$ cat src/rtl/y2p_pkg.sv
// ----------------------------------------------------------------------------
// y2p_pkg
// Shared widths, register indexes and transaction types for the YUY2 to
// planar 4:2:0 writer.
// ----------------------------------------------------------------------------
package y2p_pkg;

  localparam int OFFSET_W   = 25;
  localparam int BYTE_W     = 8;
  localparam int CFG_DIM_W  = 12;
  localparam int CFG_DATA_W = 12;
  localparam int CFG_IDX_W  = 2;

  localparam int DEF_MAX_HALF_WIDTH  = 2048;
  localparam int DEF_MAX_HALF_HEIGHT = 2048;

  localparam logic [CFG_DIM_W-1:0] RESET_HALF_WIDTH  = 12'd320;
  localparam logic [CFG_DIM_W-1:0] RESET_HALF_HEIGHT = 12'd240;

  // register indexes
  localparam logic [CFG_IDX_W-1:0] REG_HALF_WIDTH  = 2'd0;
  localparam logic [CFG_IDX_W-1:0] REG_HALF_HEIGHT = 2'd1;
  localparam logic [CFG_IDX_W-1:0] REG_PLANE_ORDER = 2'd2;

  // plane order codes
  localparam logic PLANE_I420 = 1'b0;
  localparam logic PLANE_YV12 = 1'b1;

  // write slots per macropixel
  localparam int WRITE_SLOTS = 4;
  localparam int SLOT_W      = 2;
  localparam logic [SLOT_W-1:0] LAST_SLOT_EVEN = 2'd3;
  localparam logic [SLOT_W-1:0] LAST_SLOT_ODD  = 2'd1;

  typedef logic [OFFSET_W-1:0] offset_t;
  typedef logic [BYTE_W-1:0]   byte_t;

  // frame geometry derived from the registers
  typedef struct packed {
    offset_t luma_size;    // first chroma plane base
    offset_t second_base;  // second chroma plane base
    logic    plane_order;
  } geom_t;

  // position of the macropixel about to be taken
  typedef struct packed {
    offset_t luma_addr;
    offset_t chroma_off;
    logic    even_row;
    logic    frame_last;
  } pos_t;

endpackage

$ cat src/rtl/y2p_cfg.sv
// ----------------------------------------------------------------------------
// y2p_cfg
// Configuration registers, dimension clamping and registered plane bases.
// ----------------------------------------------------------------------------
module y2p_cfg #(
  parameter int MAX_HALF_WIDTH  = y2p_pkg::DEF_MAX_HALF_WIDTH,
  parameter int MAX_HALF_HEIGHT = y2p_pkg::DEF_MAX_HALF_HEIGHT,
  parameter int HW_W = $clog2(MAX_HALF_WIDTH + 1),
  parameter int HH_W = $clog2(MAX_HALF_HEIGHT + 1)
) (
  input  logic                           clk,
  input  logic                           rst_n,
  input  logic                           cfg_we,
  input  logic [y2p_pkg::CFG_IDX_W-1:0]  cfg_index,
  input  logic [y2p_pkg::CFG_DATA_W-1:0] cfg_data,
  output y2p_pkg::geom_t                 geom,
  output logic [HW_W-1:0]                half_width,
  output logic [HH_W-1:0]                half_height,
  output logic                           restart,
  output logic                           busy
);
  import y2p_pkg::*;

  localparam int PROD_W = HW_W + HH_W;

  logic [CFG_DIM_W-1:0] half_width_r, half_height_r;
  logic                 plane_order_r;
  logic                 busy_r;
  logic [HW_W-1:0]      hw_clamp, hw_r;
  logic [HH_W-1:0]      hh_clamp, hh_r;
  logic [PROD_W-1:0]    prod;
  offset_t              quarter, luma_size;
  geom_t                geom_r, geom_nxt;

  // any write to a known register restarts the frame
  always_comb begin
    case (cfg_index)
      REG_HALF_WIDTH, REG_HALF_HEIGHT, REG_PLANE_ORDER: restart = cfg_we;
      default:                                          restart = 1'b0;
    endcase
  end

  always_ff @(posedge clk) begin
    if (!rst_n) begin
      half_width_r  <= RESET_HALF_WIDTH;
      half_height_r <= RESET_HALF_HEIGHT;
      plane_order_r <= PLANE_I420;
      busy_r        <= 1'b1;
    end else begin
      busy_r <= restart;
      if (cfg_we) begin
        case (cfg_index)
          REG_HALF_WIDTH:  half_width_r  <= cfg_data[CFG_DIM_W-1:0];
          REG_HALF_HEIGHT: half_height_r <= cfg_data[CFG_DIM_W-1:0];
          REG_PLANE_ORDER: plane_order_r <= cfg_data[0];
          default: ;
        endcase
      end
    end
  end

  // zero acts as one, oversize acts as the maximum
  always_comb begin
    if (half_width_r == '0)
      hw_clamp = HW_W'(1);
    else if (32'(half_width_r) > 32'(MAX_HALF_WIDTH))
      hw_clamp = HW_W'(MAX_HALF_WIDTH);
    else
      hw_clamp = HW_W'(half_width_r);

    if (half_height_r == '0)
      hh_clamp = HH_W'(1);
    else if (32'(half_height_r) > 32'(MAX_HALF_HEIGHT))
      hh_clamp = HH_W'(MAX_HALF_HEIGHT);
    else
      hh_clamp = HH_W'(half_height_r);
  end

  assign prod      = PROD_W'(hw_clamp) * PROD_W'(hh_clamp);
  assign quarter   = OFFSET_W'(prod);
  assign luma_size = quarter << 2;

  always_comb begin
    geom_nxt.luma_size   = luma_size;
    geom_nxt.second_base = luma_size + quarter;
    geom_nxt.plane_order = plane_order_r;
  end

  always_ff @(posedge clk) begin
    geom_r <= geom_nxt;
    hw_r   <= hw_clamp;
    hh_r   <= hh_clamp;
  end

  assign geom        = geom_r;
  assign half_width  = hw_r;
  assign half_height = hh_r;
  assign busy        = busy_r;

endmodule

$ cat src/rtl/y2p_pos.sv
// ----------------------------------------------------------------------------
// y2p_pos
// Column, row, luma address and chroma index tracking.
// ----------------------------------------------------------------------------
module y2p_pos #(
  parameter int MAX_HALF_WIDTH  = y2p_pkg::DEF_MAX_HALF_WIDTH,
  parameter int MAX_HALF_HEIGHT = y2p_pkg::DEF_MAX_HALF_HEIGHT,
  parameter int HW_W = $clog2(MAX_HALF_WIDTH + 1),
  parameter int HH_W = $clog2(MAX_HALF_HEIGHT + 1)
) (
  input  logic            clk,
  input  logic            rst_n,
  input  logic            restart,
  input  logic            advance,
  input  logic [HW_W-1:0] half_width,
  input  logic [HH_W-1:0] half_height,
  output y2p_pkg::pos_t   pos
);
  import y2p_pkg::*;

  localparam int RW_W  = $clog2(2 * MAX_HALF_HEIGHT);
  localparam int CI_W  = $clog2(MAX_HALF_WIDTH * MAX_HALF_HEIGHT + 1);
  localparam int CC_W  = HW_W + 1;
  localparam int RC_W  = HH_W + 2;

  logic [HW_W-1:0] col_r, col_nxt;
  logic [RW_W-1:0] row_r, row_nxt;
  offset_t         luma_r, luma_nxt;
  logic [CI_W-1:0] chroma_r, chroma_nxt;
  logic            last_col, last_row, even_row;

  assign last_col = (CC_W'(col_r) + CC_W'(1)) >= CC_W'(half_width);
  assign last_row = (RC_W'(row_r) + RC_W'(1)) >= (RC_W'(half_height) << 1);
  assign even_row = ~row_r[0];

  always_comb begin
    col_nxt    = col_r;
    row_nxt    = row_r;
    luma_nxt   = luma_r;
    chroma_nxt = chroma_r;
    if (restart || (advance && last_col && last_row)) begin
      col_nxt    = '0;
      row_nxt    = '0;
      luma_nxt   = '0;
      chroma_nxt = '0;
    end else if (advance) begin
      luma_nxt   = luma_r + OFFSET_W'(2);
      chroma_nxt = chroma_r + CI_W'(even_row);
      if (last_col) begin
        col_nxt = '0;
        row_nxt = row_r + RW_W'(1);
      end else begin
        col_nxt = col_r + HW_W'(1);
      end
    end
  end

  always_ff @(posedge clk) begin
    if (!rst_n) begin
      col_r    <= '0;
      row_r    <= '0;
      luma_r   <= '0;
      chroma_r <= '0;
    end else begin
      col_r    <= col_nxt;
      row_r    <= row_nxt;
      luma_r   <= luma_nxt;
      chroma_r <= chroma_nxt;
    end
  end

  always_comb begin
    pos.luma_addr  = luma_r;
    pos.chroma_off = OFFSET_W'(chroma_r);
    pos.even_row   = even_row;
    pos.frame_last = last_col & last_row;
  end

endmodule

$ cat src/rtl/y2p_wrq.sv
// ----------------------------------------------------------------------------
// y2p_wrq
// Builds the byte writes of one macropixel into a four-slot buffer and
// drains it one write per output transaction.
// ----------------------------------------------------------------------------
module y2p_wrq (
  input  logic                         clk,
  input  logic                         rst_n,
  input  logic                         block,
  input  y2p_pkg::geom_t               geom,
  input  y2p_pkg::pos_t                pos,
  input  logic                         in_valid,
  output logic                         in_stall,
  input  logic [y2p_pkg::BYTE_W-1:0]   in_luma_first,
  input  logic [y2p_pkg::BYTE_W-1:0]   in_chroma_blue,
  input  logic [y2p_pkg::BYTE_W-1:0]   in_luma_second,
  input  logic [y2p_pkg::BYTE_W-1:0]   in_chroma_red,
  output logic                         load,
  output logic                         out_valid,
  input  logic                         out_stall,
  output logic [y2p_pkg::OFFSET_W-1:0] out_byte_offset,
  output logic [y2p_pkg::BYTE_W-1:0]   out_byte_value,
  output logic                         out_run_end,
  output logic                         out_frame_end
);
  import y2p_pkg::*;

  logic              buf_valid_r, buf_valid_nxt;
  logic [SLOT_W-1:0] ptr_r, ptr_nxt;
  logic [SLOT_W-1:0] last_r;
  logic              frame_last_r;
  offset_t           off_r [WRITE_SLOTS];
  byte_t             val_r [WRITE_SLOTS];
  offset_t           off_nxt [WRITE_SLOTS];
  byte_t             val_nxt [WRITE_SLOTS];
  logic              take, drain_last, room;
  byte_t             first_c, second_c;

  assign take       = buf_valid_r & ~out_stall;
  assign drain_last = take & (ptr_r == last_r);
  assign room       = ~buf_valid_r | drain_last;
  assign in_stall   = block | ~room;
  assign load       = in_valid & ~in_stall;

  assign first_c  = (geom.plane_order == PLANE_YV12) ? in_chroma_red : in_chroma_blue;
  assign second_c = (geom.plane_order == PLANE_YV12) ? in_chroma_blue : in_chroma_red;

  // even row: Y0, first chroma, Y1, second chroma; odd row: Y0, Y1
  always_comb begin
    off_nxt[0] = pos.luma_addr;
    val_nxt[0] = in_luma_first;
    off_nxt[2] = pos.luma_addr + OFFSET_W'(1);
    val_nxt[2] = in_luma_second;
    off_nxt[3] = geom.second_base + pos.chroma_off;
    val_nxt[3] = second_c;
    if (pos.even_row) begin
      off_nxt[1] = geom.luma_size + pos.chroma_off;
      val_nxt[1] = first_c;
    end else begin
      off_nxt[1] = pos.luma_addr + OFFSET_W'(1);
      val_nxt[1] = in_luma_second;
    end
  end

  always_ff @(posedge clk) begin
    if (load) begin
      for (int i = 0; i < WRITE_SLOTS; i++) begin
        off_r[i] <= off_nxt[i];
        val_r[i] <= val_nxt[i];
      end
      last_r       <= pos.even_row ? LAST_SLOT_EVEN : LAST_SLOT_ODD;
      frame_last_r <= pos.frame_last;
    end
  end

  always_comb begin
    buf_valid_nxt = buf_valid_r;
    ptr_nxt       = ptr_r;
    if (load) begin
      buf_valid_nxt = 1'b1;
      ptr_nxt       = '0;
    end else if (drain_last) begin
      buf_valid_nxt = 1'b0;
    end else if (take) begin
      ptr_nxt = ptr_r + SLOT_W'(1);
    end
  end

  always_ff @(posedge clk) begin
    if (!rst_n) begin
      buf_valid_r <= 1'b0;
      ptr_r       <= '0;
    end else begin
      buf_valid_r <= buf_valid_nxt;
      ptr_r       <= ptr_nxt;
    end
  end

  assign out_valid       = buf_valid_r;
  assign out_byte_offset = off_r[ptr_r];
  assign out_byte_value  = val_r[ptr_r];
  assign out_run_end     = (ptr_r == last_r);
  assign out_frame_end   = out_run_end & frame_last_r;

`ifndef ASSERT_OFF
  a_ptr_in_run: assert property (@(posedge clk) disable iff (!rst_n)
    buf_valid_r |-> (ptr_r <= last_r))
    else $error("write pointer past end of run");

  a_ptr_step: assert property (@(posedge clk) disable iff (!rst_n)
    (take && !drain_last) |=> (buf_valid_r && ptr_r == $past(ptr_r) + SLOT_W'(1)))
    else $error("write pointer did not advance by one");

  a_drain_empty: assert property (@(posedge clk) disable iff (!rst_n)
    (drain_last && !load) |=> !buf_valid_r)
    else $error("buffer still valid after last write");

  a_frame_on_run: assert property (@(posedge clk) disable iff (!rst_n)
    (out_valid && out_frame_end) |-> (out_run_end && last_r != '0))
    else $error("frame end outside run end");
`endif

endmodule

$ cat src/rtl/yuy2_to_planar_420_unit.sv
// ----------------------------------------------------------------------------
// yuy2_to_planar_420_unit - YUY2 macropixel to planar 4:2:0 byte writer.
// The first write of a transaction is offered the cycle after accept.
// The single-write output port draining the four-slot write buffer sets the
// pace: four writes per macropixel on even rows, two on odd rows.
// Reset: registers 320/240/I420, position zero; input held after reset and
// after each register write while plane bases are registered.
// ----------------------------------------------------------------------------
module yuy2_to_planar_420_unit #(
  parameter int MAX_HALF_WIDTH  = y2p_pkg::DEF_MAX_HALF_WIDTH,
  parameter int MAX_HALF_HEIGHT = y2p_pkg::DEF_MAX_HALF_HEIGHT
) (
  input  logic                           clk,
  input  logic                           rst_n,
  // input channel: one YUY2 macropixel per transaction
  input  logic                           in_valid,
  output logic                           in_stall,
  input  logic [y2p_pkg::BYTE_W-1:0]     in_luma_first,
  input  logic [y2p_pkg::BYTE_W-1:0]     in_chroma_blue,
  input  logic [y2p_pkg::BYTE_W-1:0]     in_luma_second,
  input  logic [y2p_pkg::BYTE_W-1:0]     in_chroma_red,
  // result channel: one byte write per transaction
  output logic                           out_valid,
  input  logic                           out_stall,
  output logic [y2p_pkg::OFFSET_W-1:0]   out_byte_offset,
  output logic [y2p_pkg::BYTE_W-1:0]     out_byte_value,
  output logic                           out_run_end,
  output logic                           out_frame_end,
  // configuration write port
  input  logic                           cfg_we,
  input  logic [y2p_pkg::CFG_IDX_W-1:0]  cfg_index,
  input  logic [y2p_pkg::CFG_DATA_W-1:0] cfg_data
);
  import y2p_pkg::*;

  // clamped dimension widths
  localparam int HW_W = $clog2(MAX_HALF_WIDTH + 1);
  localparam int HH_W = $clog2(MAX_HALF_HEIGHT + 1);

  geom_t           geom;
  pos_t            pos;
  logic [HW_W-1:0] half_width;
  logic [HH_W-1:0] half_height;
  logic            restart;
  logic            busy;
  logic            load;

  // Register file. The plane bases come from a registered multiply of the
  // clamped dimensions, so busy covers the cycle in which they settle.
  y2p_cfg #(
    .MAX_HALF_WIDTH  (MAX_HALF_WIDTH),
    .MAX_HALF_HEIGHT (MAX_HALF_HEIGHT),
    .HW_W            (HW_W),
    .HH_W            (HH_W)
  ) u_cfg (
    .clk         (clk),
    .rst_n       (rst_n),
    .cfg_we      (cfg_we),
    .cfg_index   (cfg_index),
    .cfg_data    (cfg_data),
    .geom        (geom),
    .half_width  (half_width),
    .half_height (half_height),
    .restart     (restart),
    .busy        (busy)
  );

  // Frame position. Advances once per accepted macropixel and wraps to the
  // frame start after the last one, or on any known register write.
  y2p_pos #(
    .MAX_HALF_WIDTH  (MAX_HALF_WIDTH),
    .MAX_HALF_HEIGHT (MAX_HALF_HEIGHT),
    .HW_W            (HW_W),
    .HH_W            (HH_W)
  ) u_pos (
    .clk         (clk),
    .rst_n       (rst_n),
    .restart     (restart),
    .advance     (load),
    .half_width  (half_width),
    .half_height (half_height),
    .pos         (pos)
  );

  // Write buffer. All offsets of a macropixel are formed at accept time;
  // the next macropixel is taken in the cycle its predecessor's last write
  // leaves, so the output port never idles behind a waiting input while busy is low.
  y2p_wrq u_wrq (
    .clk             (clk),
    .rst_n           (rst_n),
    .block           (busy),
    .geom            (geom),
    .pos             (pos),
    .in_valid        (in_valid),
    .in_stall        (in_stall),
    .in_luma_first   (in_luma_first),
    .in_chroma_blue  (in_chroma_blue),
    .in_luma_second  (in_luma_second),
    .in_chroma_red   (in_chroma_red),
    .load            (load),
    .out_valid       (out_valid),
    .out_stall       (out_stall),
    .out_byte_offset (out_byte_offset),
    .out_byte_value  (out_byte_value),
    .out_run_end     (out_run_end),
    .out_frame_end   (out_frame_end)
  );

endmodule
$ cat config.mk
export PLATFORM = sky130hd
export DESIGN_NAME = yuy2_to_planar_420_unit
export DESIGN_NICKNAME = d
export VERILOG_FILES = /design/src/rtl/y2p_pkg.sv /design/src/rtl/y2p_cfg.sv /design/src/rtl/y2p_pos.sv /design/src/rtl/y2p_wrq.sv /design/src/rtl/yuy2_to_planar_420_unit.sv
export SDC_FILE = /design/constraint.sdc
export NUM_CORES = 1
export LEC_CHECK = 0
export BUFFER_PORTS_ARGS = -buffer_cell sky130_fd_sc_hd__buf_2
export CORE_ASPECT_RATIO = 0.9
export CORE_MARGIN = 8
export CORE_UTILIZATION = 45
export CTS_CLUSTER_DIAMETER = 200
export CTS_CLUSTER_SIZE = 40
export DETAILED_ROUTE_END_ITERATION = 12
export HOLD_SLACK_MARGIN = 0.06
export PLACE_DENSITY = 0.67
export RECOVER_POWER = 25
export SYNTH_ARGS = -nofsm -noshare
export SYNTH_HDL_FRONTEND = slang
export SYNTH_SLANG_ARGS = --single-unit
export TNS_END_PERCENT = 20
$ cat constraint.sdc
create_clock -name clk -period 6.9 [get_ports clk]
set_input_delay 0.69 -clock clk [delete_from_list [all_inputs] [get_ports clk]]
set_output_delay 0.69 -clock clk [all_outputs]
set_load 0.01 [all_outputs]
======== Word-level counts from Yosys, hierarchy flattened ========
Memory sizes are Yosys's and may differ from the RTL's. A register that Yosys moved wholly into a read port is not among the register bits.
Cells that the tools add are included.
word-level totals
  bits in registers ....................... 177
  RAM bits ................................ 132
  input port bits ......................... 51
  output and inout bits ................... 37
  word-level logic and storage cells ...... 86
  memories kept ........................... 2
cells by class
  add/sub/neg operators ................... 11
  $mul .................................... 1
  $lt $le $gt $ge ......................... 4
  equality and inequality tests ........... 3
  muxes and demuxes ....................... 19
  bitwise logic cells ..................... 14
  reductions and logical operators ........ 15
memory list
  memory       depth  width  rd ports  clocked after Yosys merged registers in  wr ports  line           text
  u_wrq.off_r  4      25     1         1                                        4         y2p_wrq.sv:32  offset_t off_r [WRITE_SLOTS];
  u_wrq.val_r  4      8      1         1                                        4         y2p_wrq.sv:33  byte_t val_r [WRITE_SLOTS];
operators by type and width
  kind                   number
  $mux 12                5
  $add 25x23->25         2
  $add 12x1->13 const B  2
  $add 25x1->25 const B  1
  $add 25x2->25 const B  1
  $add 25x24->25         1
  $mux 25                1
  $add 12x1->12 const B  2
  $gt 12x12->1 const B   2
  $logic_not 12->1       2
  $mul 12x12->24         1
  $mux 8                 3
  $add 23x1->23          1
  $ge 14x13->1           1
  $ge 13x12->1           1
  $mux 2                 5
  $reduce_and 2->1       5
  $not 1->1              7
  $and 1x1->1            5
  $mux 1                 5
  $reduce_or 2->1        2
  $reduce_or 3->1        1
  $add 2x1->2 const B    1
  $eq 2x1->1 const B     1
  other kinds (7)        9

======== Logic depth before layout (Yosys ltp) ========
Gate-level depths: netlist of run 1.
  word-level depth ........................ 12
  depth in mapped cells ................... 33
  mapped depth without buffers ............ 32

======== By module ========
Synthesis of run 1 repeated with hierarchy kept, for this count alone.
second synthesis, totals
  cells, all modules ...................... 2141
  area, all modules ....................... 20958.9 um^2
by module, submodules not included
  module   times used  cells each  area an instance (um^2)  sequential area each (um^2)
  y2p_wrq  1           699         8491.9                   4124.0
  y2p_cfg  1           938         8378.0                   1941.9
  y2p_pos  1           504         4088.9                   1421.4

======== Worst setup path after synthesis of run 1 ========
OpenSTA, ideal clock, no wires.
  kind .................................... reg2reg
  start point ............................. register u_cfg.half_width_r[7]
  end point ............................... register u_cfg.geom_r (netlist bit u_cfg.geom[24])
  library setup time ...................... 0.127 ns
  arrival ................................. 7.135 ns
  required time ........................... 6.773 ns
  slack ................................... -0.362 ns
  cell stages (with the launch flop) ...... 33
  buffers on the path ..................... 1
  clock period less this slack ............ 7.262 ns
  path through ............................ dfxtp_1 nor4_1 a31oi_1 or2_2 clkbuf_1 inv_1 nand2_1 fa_1 fa_1 inv_1 fa_1 fa_1 inv_1 fa_1 inv_1 ha_1 nor3_1 o21ai_0 a31o_2 a21oi_1 o21ai_0 a21oi_1 xnor2_1 ha_1 a21oi_1 nor2b_1 nor3_1 nand2_1 o21ai_0 a31oi_1 a31o_2 and4_1 or3_1
RTL lines
  item                      line           text
  start: declaration        y2p_cfg.sv:26  logic [CFG_DIM_W-1:0] half_width_r, half_height_r;
  start signal: assignment  y2p_cfg.sv:53  REG_HALF_WIDTH: half_width_r <= cfg_data[CFG_DIM_W-1:0];
  end signal: assignment    y2p_cfg.sv:90  geom_r <= geom_nxt;
  end: declaration          y2p_cfg.sv:33  geom_t geom_r, geom_nxt;

==> results.sh, run 1 <==
export IMPL_drive_gt1_share_pct=15.28
export IMPL_slowest_stage="fa_1"
export IMPL_drc=0
export IMPL_core_area_um2=41930
export IMPL_drt_pass1_iter_count=5
export IMPL_numCtsBuffers=11
export IMPL_synth_distinct_cells=76
export IMPL_rows=71
export IMPL_clock_latency_ps=500
export IMPL_dpl_cell_area_um2=20990
export IMPL_grt_pass1_wl_um=72190
export IMPL_synth_avg_cell_area_um2=9.339
export IMPL_clkSlewWorstSetupHoldPaths_ps=140
export IMPL_track_usage_pct=17.54
export IMPL_min_period_over_period_pct=98.24
export IMPL_hpwl_um=35220
export IMPL_synth_edf_count=108
export IMPL_start_util_pct=45.68
export IMPL_worst_slack_ps=121.5
export IMPL_synthCells=2051
export IMPL_regToRegSetupSlack_ps=120
export IMPL_hold_viol=0
export IMPL_synth_main_ff_cell="dfxtp_1"
export IMPL_via_count=14590
export IMPL_crit_arrival_ps=7180
export IMPL_ir_drop_uv=240.8
export IMPL_pwr_density_cell_nw_per_um2=229.0
export IMPL_area_delta_synth_final_pct=13.37
export IMPL_synth_top_area_share_pct=18.08
export IMPL_finClkSkew_ps=71.59
export IMPL_setup_tns_ps=0
export IMPL_crit_top_cell="fa_1"
export IMPL_ys_async_sr_fraction_pct=0
export IMPL_drv_slew=0
export IMPL_final_nets=2532
export IMPL_status="completed"
export IMPL_drtIter0Drc=875
export IMPL_ant_nets=0
export IMPL_yosysTopAreaCell="dfxtp_1"
export IMPL_critPathCaptureType="register"
export IMPL_period_minus_slack_ps=6778
export IMPL_antenna_found_initial=0
export IMPL_min_from="in_luma_first[5]"
export IMPL_cts_root_buffer="clkbuf_16"
export IMPL_synth_most_common_cell="nand2_1"
export IMPL_wl_per_cell_um=16.11
export IMPL_grt_overflow_total=0
export IMPL_port_buffers=87
export IMPL_start_kind="register"
export IMPL_ys_seq_area_share_pct=35.01
export IMPL_worstRegToRegCells=31
export IMPL_p_total_uw=4973
export IMPL_synth_nets=2362
export IMPL_required_ps=7300
export IMPL_path_delay_family="adder cells"
export IMPL_die_area_um2=49430
export IMPL_die_h_um=211.7
export IMPL_r2r_end="u_cfg.geom[24]"
export IMPL_ys_ff_latch=281
export IMPL_hold_end="u_wrq.val_r[0][5]"
export IMPL_synth_warnings=0
export IMPL_stdcell_area_um2=21720
export IMPL_path_buf_inv=4
export IMPL_antenna_cells=0
export IMPL_cts_max_path_buffers=3
export IMPL_holdPathStages=1
export IMPL_critical_path_max_stage_delay_ps=540
export IMPL_grt_max_degree=60
export IMPL_critPathMaxFanout=5
export IMPL_timing_rr_start="u_cfg.half_width_r[4]"
export IMPL_cts_sinks=281
export IMPL_avgViaCountPerCell=5.264
export IMPL_worstMarginPinSlew_ps=1208
export IMPL_cts_tree="done"
export IMPL_setup_viol=0
export IMPL_die_w_um=233.5
export IMPL_synth_commonest_cells="nand2_1 (252), inv_1 (196), nor2_1 (190), dfxtp_1 (173), ha_1 (157)"
export IMPL_relSlewSlack_pct=19.31
export IMPL_gp_congestion=0.9232
export IMPL_htreeDepth=1
export IMPL_ys_top_cells_by_area="dfxtp_1 (18%), edfxtp_1 (17%), fa_1 (11%)"
export IMPL_num_fill_cells=3789
export IMPL_cts_hold_buf=0
export IMPL_place_ws_ps=-119.1
export IMPL_io_pins=88
export IMPL_grt_setup_unrepaired="true"
export IMPL_worstHoldPathType="in2reg"
export IMPL_critPathKind="reg2reg"
export IMPL_syn_area_um2=19150
export IMPL_maxCapViolCount=0
export IMPL_cellLeakagePower_uw=0.009740
export IMPL_grt_pass1_vias=14580
export IMPL_timing_fmax_ghz=0.1475
export IMPL_routed_wl_um=44650
-- stage by stage --
stage	std cells	utilization (%)	hold WS, ps
2_1_floorplan	2051	-	330.1
3_3_place_gp	2745	50.05	436.4
3_5_place_dp	2745	50.05	456.9
4_1_cts	2765	51.15	333.3
5_1_grt	2772	51.79	323.5
6_report	2772	51.79	355.6
-- cell usage in the layout (no fill, tap or decap), drive strengths merged, types with 13 or more instances in the layout --
cell type / count
nand2: 252
buf: 216
inv: 198
nor2: 191
dfxtp: 173
ha: 157
a21oi: 109
edfxtp: 108
fa: 103
o21ai: 78
xor2: 67
nand3: 66
xnor2: 65
a21o: 39
mux2i: 37
and2: 30
and3: 30
nand2b: 26
a21boi: 24
clkbuf: 22
nor2b: 21
nor3: 21
a31oi: 16
o211ai: 15
nor4: 13
-- power breakdown --
group,switching [uW],internal [uW],total [uW]
Combinational,1140,1050,2190
Sequential,63.8,1880,1950
Clock,504,328,833
-- worst register-to-register path: cells and delay by family (launching register included) --
kind	cells	cell delay, ps
DFF	1	360
xor gates and xnor gates	1	150
AOI/OAI and AO/OA	9	1330
and+or+nand+nor	10	1640
buffers and inverters	4	200
adders and majority gates	7	2980
-- timing repair --
| action | 4_1_cts | 5_1_grt |
|---|---|---|
| pin swaps | 22 | 34 |
| endpoints found under the setup margin | 3 | 7 |
| gates resized for setup | 24 | 52 |
| setup buffers | 3 | 8 |
-- kinds of logic (layout without fill, tap and decap cells) --
group / Yosys count / after routing / synth area share, %
multiplexers: 56 / 56 / 3.521
buffers and inverters: 272 / 446 / 5.493
AO/OA/AOI/OAI: 350 / 350 / 11.90
adder cells (fa/ha/maj): 260 / 260 / 21.02
XOR/XNOR: 132 / 132 / 6.036
AND/OR/NAND/NOR: 700 / 700 / 17.02
flip-flops: 281 / 281 / 35.01
-- area by class of cell --
cell class / instances / area, um2 / area share (%)
clock inverters: 2 / 47.55 / 0.2189
well taps: 547 / 684.4 / 3.152
clock buffers: 15 / 290.3 / 1.337
inverters: 206 / 779.5 / 3.590
repair buffers: 223 / 1468 / 6.758
flip-flops and latches: 281 / 6724 / 30.96
multi-input cells: 1498 / 11720 / 53.98
-- layer usage --
layer  vias up  GRT usage, %  part of all wire [%]
met3        43         1.633                   4.1
li1       7289             -                     -
met5         -             0                     0
met1      6966         24.22                    47
met2       293         30.09                    47
met4         0         2.928                   1.4
-- how the worst max path moves through the flow --
stage                                  from              to  slack (ps)  cells past startpoint
floorplan             u_cfg.half_width_r[4]  u_cfg.geom[24]           5                     32
global placement     u_cfg.half_width_r[10]  u_cfg.geom[24]         -70                     31
detailed placement   u_cfg.half_width_r[10]  u_cfg.geom[24]        -120                     31
CTS                 u_cfg.half_height_r[11]  u_cfg.geom[24]           4                     29
global route          u_cfg.half_width_r[4]  u_cfg.geom[24]        -210                     31
finish                u_cfg.half_width_r[4]  u_cfg.geom[24]         120                     31
-- registers in the layout (all words and copies together) (netlist names), named ones only --
register / flops
u_cfg.busy: 1
u_pos.col_r: 12
u_wrq.out_valid: 1
u_cfg.plane_order_r: 1
u_wrq.ptr_r: 2
u_wrq.frame_last_r: 1
u_wrq.off_r: 74
u_cfg.half_height: 12
u_cfg.half_width: 12
u_cfg.half_width_r: 12
u_cfg.geom: 47
u_pos.row_r: 12
u_pos.luma_r: 24
u_wrq.val_r: 32
u_pos.chroma_r: 23
u_wrq.last_r: 1
u_cfg.half_height_r: 12
Note: power is estimated with default switching activity, not from simulation.
==> run 2, diff against run 1 <==
- RECOVER_POWER: 25 -> not set
==> results.sh, run 2 (synthesized netlist as in run 1, its figures left out) <==
export IMPL_drt_pass1_iter_count=5
export IMPL_crit_arrival_ps=7180
export IMPL_cts_root_buffer="clkbuf_16"
export IMPL_final_cell_mix="nand2_1 (249), inv_1 (191), nor2_1 (186)"
export IMPL_grt_overflow_total=0
export IMPL_min_period_over_period_pct=98.25
export IMPL_die_area_um2=49430
export IMPL_htreeDepth=1
export IMPL_final_nets=2532
export IMPL_setup_tns_ps=0
export IMPL_pwr_density_cell_nw_per_um2=228.9
export IMPL_core_area_um2=41930
export IMPL_relSlewSlack_pct=19.34
export IMPL_io_pins=88
export IMPL_setup_viol=0
export IMPL_area_delta_synth_final_pct=13.42
export IMPL_drtIter0Drc=870
export IMPL_drive_gt1_share_pct=15.60
export IMPL_cellLeakagePower_uw=0.009759
export IMPL_finClkSkew_ps=71.96
export IMPL_grt_setup_unrepaired="true"
export IMPL_worstHoldPathType="in2reg"
export IMPL_ff_latch_area_um2=6724
export IMPL_cts_sinks=281
export IMPL_avgViaCountPerCell=5.262
export IMPL_status="completed"
export IMPL_grt_pass1_wl_um=72190
export IMPL_stdcell_area_um2=21720
export IMPL_via_count=14590
export IMPL_hpwl_um=35220
export IMPL_numCtsBuffers=11
export IMPL_cts_hold_buf=0
export IMPL_layout_commonest_cell="nand2_1"
export IMPL_hold_end="u_wrq.val_r[0][5]"
export IMPL_min_from="in_luma_first[5]"
export IMPL_worstRegToRegCells=31
export IMPL_die_w_um=233.5
export IMPL_path_delay_family="adder cells"
export IMPL_drc=0
export IMPL_timing_fmax_ghz=0.1475
export IMPL_cts_tree="done"
export IMPL_grt_pass1_vias=14580
export IMPL_regMostFlops="u_wrq.off_r"
export IMPL_critPathCaptureType="register"
export IMPL_critPathKind="reg2reg"
export IMPL_hold_viol=0
export IMPL_period_minus_slack_ps=6779
export IMPL_placedCellCount=2745
export IMPL_track_usage_pct=17.54
export IMPL_dpl_cell_area_um2=20990
export IMPL_start_kind="register"
export IMPL_clkSlewWorstSetupHoldPaths_ps=140
export IMPL_die_h_um=211.7
export IMPL_port_buffers=87
export IMPL_crit_top_cell="fa_1"
export IMPL_antenna_cells=0
export IMPL_holdPathStages=1
export IMPL_worstMarginPinSlew_ps=1207
export IMPL_critical_path_max_stage_delay_ps=540
export IMPL_ir_drop_uv=240.8
export IMPL_wl_per_cell_um=16.12
export IMPL_stdcell_count=2772
export IMPL_num_fill_cells=3783
export IMPL_timing_rr_start="u_cfg.half_width_r[4]"
export IMPL_drv_slew=0
export IMPL_ant_nets=0
export IMPL_gp_congestion=0.9232
export IMPL_grt_max_degree=60
export IMPL_largest_reg_flops=74
export IMPL_antenna_found_initial=0
export IMPL_start_util_pct=45.68
export IMPL_multi_input_area_um2=11720
export IMPL_required_ps=7300
export IMPL_routed_wl_um=44680
export IMPL_clock_latency_ps=500
export IMPL_regToRegSetupSlack_ps=120
export IMPL_maxCapViolCount=0
export IMPL_r2r_end="u_cfg.geom[24]"
export IMPL_path_buf_inv=4
export IMPL_rows=71
export IMPL_slowest_stage="fa_1"
export IMPL_critPathMaxFanout=5
export IMPL_cts_max_path_buffers=3
## run 2: area by class of cell
cell class	count	share of cell area (%)
multi-input cells	1498	53.96
repair buffers	223	6.796
well taps	547	3.150
clock buffers	15	1.336
clock inverters	2	0.2189
inverters	206	3.588
flip-flops and latches	281	30.95
## run 2: how the worst max path moves through the flow
stage	slack, ps	startpoint	depth (start not counted)	end
after floorplan	5	u_cfg.half_width_r[4]	32	u_cfg.geom[24]
after global placement	-70	u_cfg.half_width_r[10]	31	u_cfg.geom[24]
final	120	u_cfg.half_width_r[4]	31	u_cfg.geom[24]
after detailed placement	-120	u_cfg.half_width_r[10]	31	u_cfg.geom[24]
after CTS	4	u_cfg.half_height_r[11]	29	u_cfg.geom[24]
after global routing	-210	u_cfg.half_width_r[4]	31	u_cfg.geom[24]
## run 2: worst reg2reg max path: cells and delay by family, from the launching register on
family                     cells  cell delay, ps
and+or+nand+nor               10            1640
AOI/OAI and AO/OA              9            1330
adders and majority gates      7            2980
buffers and inverters          4             200
DFF                            1             360
xor gates and xnor gates       1             150
## run 2: layer usage
metal	vias up	track usage, %	share of wire [%]
met4	0	2.928	1.4
met3	41	1.633	4.1
li1	7290	-	-
met2	292	30.09	47
met5	-	0	0
met1	6963	24.22	47
## run 2: metrics by stage
stage               hold WS [ps]  utilization [%]  power, uW  worst slack [ps]
CTS                        333.3            51.15       4697             3.668
global route               323.5            51.81       5278            -213.7
finish                     355.6            51.81       4973             121.0
detailed placement         456.9            50.05       3772            -119.1
global placement           436.4            50.05       3732            -69.03
floorplan                  330.1                -       3118             4.930
## run 2: power by group
group | leakage (uW) | internal (uW) | switching (uW)
logic | 0.00718 | 1050 | 1140
clock network | 0.000164 | 328 | 505
registers | 0.00242 | 1880 | 63.8
total | 0.00976 | 3260 | 1710
## run 2: what timing repair did
| action | 4_1_cts | 5_1_grt |
|---|---|---|
| setup endpoints to repair | 3 | 7 |
| setup buffers | 3 | 8 |
| resized for setup | 24 | 52 |
| pin swaps | 22 | 34 |
==> run 3, diff against run 2 <==
- ABC_AREA: not set -> 1
==> results.sh, run 3 <==
export IMPL_p_sw_uw=2549
export IMPL_avgViaCountPerCell=5.289
export IMPL_p_int_uw=3687
export IMPL_timing_fmax_ghz=0.1506
export IMPL_relSlewSlack_pct=27.77
export IMPL_synth_edf_count=108
export IMPL_drc=0
export IMPL_ys_top_cells_by_area="dfxtp_1 (17%), edfxtp_1 (16%), nand2_1 (10%)"
export IMPL_synth_main_ff_cell="dfxtp_1"
export IMPL_ant_nets=0
export IMPL_wl_per_cell_um=16.86
export IMPL_critPathKind="reg2reg"
export IMPL_syn_area_um2=20090
export IMPL_synthCells=2530
export IMPL_grt_max_degree=84
export IMPL_finClkSkew_ps=70.44
export IMPL_critPathCaptureType="register"
export IMPL_start_kind="register"
export IMPL_synth_commonest_cells="nand2_1 (556), inv_1 (343), nor2_1 (268), o21ai_0 (186), dfxtp_1 (173)"
export IMPL_drt_pass1_iter_count=8
export IMPL_die_w_um=238.7
export IMPL_die_h_um=216.5
export IMPL_io_pins=88
export IMPL_gp_congestion=0.9779
export IMPL_crit_arrival_ps=7110
export IMPL_power_frac_clock_pct=13.3
export IMPL_grt_overflow_total=0
export IMPL_synth_avg_cell_area_um2=7.941
export IMPL_cts_max_path_buffers=3
export IMPL_synth_nets=2841
export IMPL_critical_path_max_stage_delay_ps=550
export IMPL_pwr_share_seq_pct=32.3
export IMPL_multi_input_area_um2=12240
export IMPL_area_delta_synth_final_pct=12.27
export IMPL_cts_tree="done"
export IMPL_worst_slack_ps=258.0
export IMPL_cts_root_buffer="clkbuf_16"
export IMPL_period_minus_slack_ps=6642
export IMPL_required_ps=7370
export IMPL_sw_frac_of_total_pct=40.88
export IMPL_setup_viol=0
export IMPL_ys_seq_area_share_pct=33.38
export IMPL_cts_sinks=281
export IMPL_rows=73
export IMPL_cellLeakagePower_uw=0.01017
export IMPL_htreeDepth=1
export IMPL_die_area_um2=51680
export IMPL_final_nets=2984
export IMPL_hold_viol=0
export IMPL_yosysTopAreaCell="dfxtp_1"
export IMPL_combPwrFrac_pct=54.3
export IMPL_r2r_end="u_cfg.geom[24]"
export IMPL_antenna_found_initial=0
export IMPL_ff_latch_area_um2=6710
export IMPL_worstRegToRegCells=31
export IMPL_start_util_pct=45.54
export IMPL_slowest_stage="fa_1"
export IMPL_layout_commonest_cell="nand2_1"
export IMPL_drv_slew=0
export IMPL_routed_wl_um=55240
export IMPL_maxCapViolCount=0
export IMPL_grt_pass1_wl_um=87110
export IMPL_worstHoldPathType="in2reg"
export IMPL_timing_rr_start="u_cfg.half_height_r[7]"
export IMPL_antenna_cells=0
export IMPL_num_fill_cells=4261
export IMPL_worstMarginPinSlew_ps=1083
export IMPL_numCtsBuffers=11
export IMPL_crit_start="u_cfg.half_height_r[7]"
export IMPL_final_cell_mix="nand2_1 (541), inv_1 (337), nor2_1 (258)"
export IMPL_track_usage_pct=20.58
export IMPL_critPathCapture="u_cfg.geom[24]"
export IMPL_synth_top_area_share_pct=17.24
export IMPL_critPathMaxFanout=7
export IMPL_clkSlewWorstSetupHoldPaths_ps=150
export IMPL_synth_most_common_cell="nand2_1"
export IMPL_ys_async_sr_fraction_pct=0
export IMPL_hold_ws_ps=337.4
export IMPL_synth_distinct_cells=56
export IMPL_port_buffers=87
export IMPL_ys_ff_latch=281
export IMPL_regMostFlops="u_wrq.off_r"
export IMPL_regToRegSetupSlack_ps=260
export IMPL_largest_reg_flops=74
export IMPL_ir_drop_uv=307.6
export IMPL_status="completed"
export IMPL_core_area_um2=44120
export IMPL_grt_pass1_vias=16470
export IMPL_drtIter0Drc=1174
export IMPL_via_count=17330
export IMPL_synth_warnings=0
export IMPL_clock_latency_ps=520
export IMPL_drive_gt1_share_pct=13.34
export IMPL_place_ws_ps=-43.24
export IMPL_pwr_density_cell_nw_per_um2=276.5
export IMPL_hpwl_um=43910
export IMPL_min_period_over_period_pct=96.26
run 3: cell count changes in the layout (fill, tap and decap cells not counted), moves of 30 or more:
cell | before | now
inv_1 | 191 | 337
nor2_1 | 186 | 258
a21o_1 | 38 | 5
o21ai_0 | 68 | 185
a21oi_2 | 4 | 45
nand2_1 | 249 | 541
mux2i_1 | 37 | 0
buf_4 | 133 | 97
and2_1 | 30 | 0
run 3: area by class of cell:
class                      instances  share of cell area, %
clock inverter                     1                 0.1331
inverter                         352                  5.902
sequential                       281                  29.75
multi-input combinational       1840                  54.28
clock buffer                      16                  1.304
tap                              600                  3.328
timing repair buffer             187                  5.308
run 3: cells by family (layout without fill, tap and decap cells):
| group | after synthesis | after routing | synth area share [%] |
|---|---|---|---|
| AOI/OAI and AO/OA | 420 | 420 | 11.81 |
| xor gates and xnor gates | 106 | 106 | 4.621 |
| adders and majority gates | 260 | 260 | 20.04 |
| buffers and inverters | 409 | 556 | 7.946 |
| DFF | 281 | 281 | 33.38 |
| and+or+nand+nor | 1054 | 1054 | 22.20 |
run 3: how the worst min path moves through the flow:
stage / from / endpoint / slack, ps / cells past startpoint
after floorplan: u_cfg.plane_order_r / u_cfg.geom[0] / 330 / 0
after detailed placement: u_cfg.plane_order_r / u_cfg.geom[0] / 430 / 0
final: in_luma_first[2] / u_wrq.val_r[0][2] / 340 / 1
after global placement: u_cfg.plane_order_r / u_cfg.geom[0] / 430 / 0
after global routing: in_luma_first[2] / u_wrq.val_r[0][2] / 310 / 1
after CTS: in_luma_first[2] / u_wrq.val_r[0][2] / 320 / 1
run 3: per-stage QoR:
| step | util [%] | total power, uW | cells | TNS [ps] | instance area, um2 |
|---|---|---|---|---|---|
| floorplan | - | 3855 | 2530 | 0 | 20090 |
| global placement | 48.86 | 4887 | 3233 | 0 | 21550 |
| detailed placement | 48.86 | 4900 | 3233 | -54.91 | 21550 |
| CTS | 49.64 | 5755 | 3250 | 0 | 21900 |
| global route | 51.13 | 6677 | 3277 | -455.5 | 22560 |
| finish | 51.13 | 6236 | 3277 | 0 | 22560 |
run 3: critical path: cells and delay by family (launching register included):
family / cells / cell delay [ps]
and+or+nand+nor: 17 / 2170
buffers and inverters: 5 / 610
adders and majority gates: 7 / 3110
xor gates and xnor gates: 1 / 170
AOI/OAI and AO/OA: 1 / 150
DFF: 1 / 360
run 3: layer usage:
metal  part of all wire (%)  global-route usage [%]  vias to the layer above
met5                      0                       0                        -
met4                    2.3                   5.094                        0
met3                    5.3                   2.144                       75
met2                     45                   32.86                      456
met1                     47                   29.59                     8280
li1                       -                       -                     8520
run 3: power by group through the flow:
stage          sequential (uW)  clock [uW]  combinational (uW)
2_1_floorplan             2000           0                1850
3_3_place_gp              2050           0                2830
3_5_place_dp              2050           0                2850
4_1_cts                   2010         852                2890
5_1_grt                   2030         901                3750
6_report                  2020         831                3390
run 3: repair_timing:
item                       CTS  global route
buffers inserted             0            27
gates resized for setup      4            96
pin swaps                    0            33
hold buffers                 0             0
setup endpoints to repair    5            13
cloned                       0             0
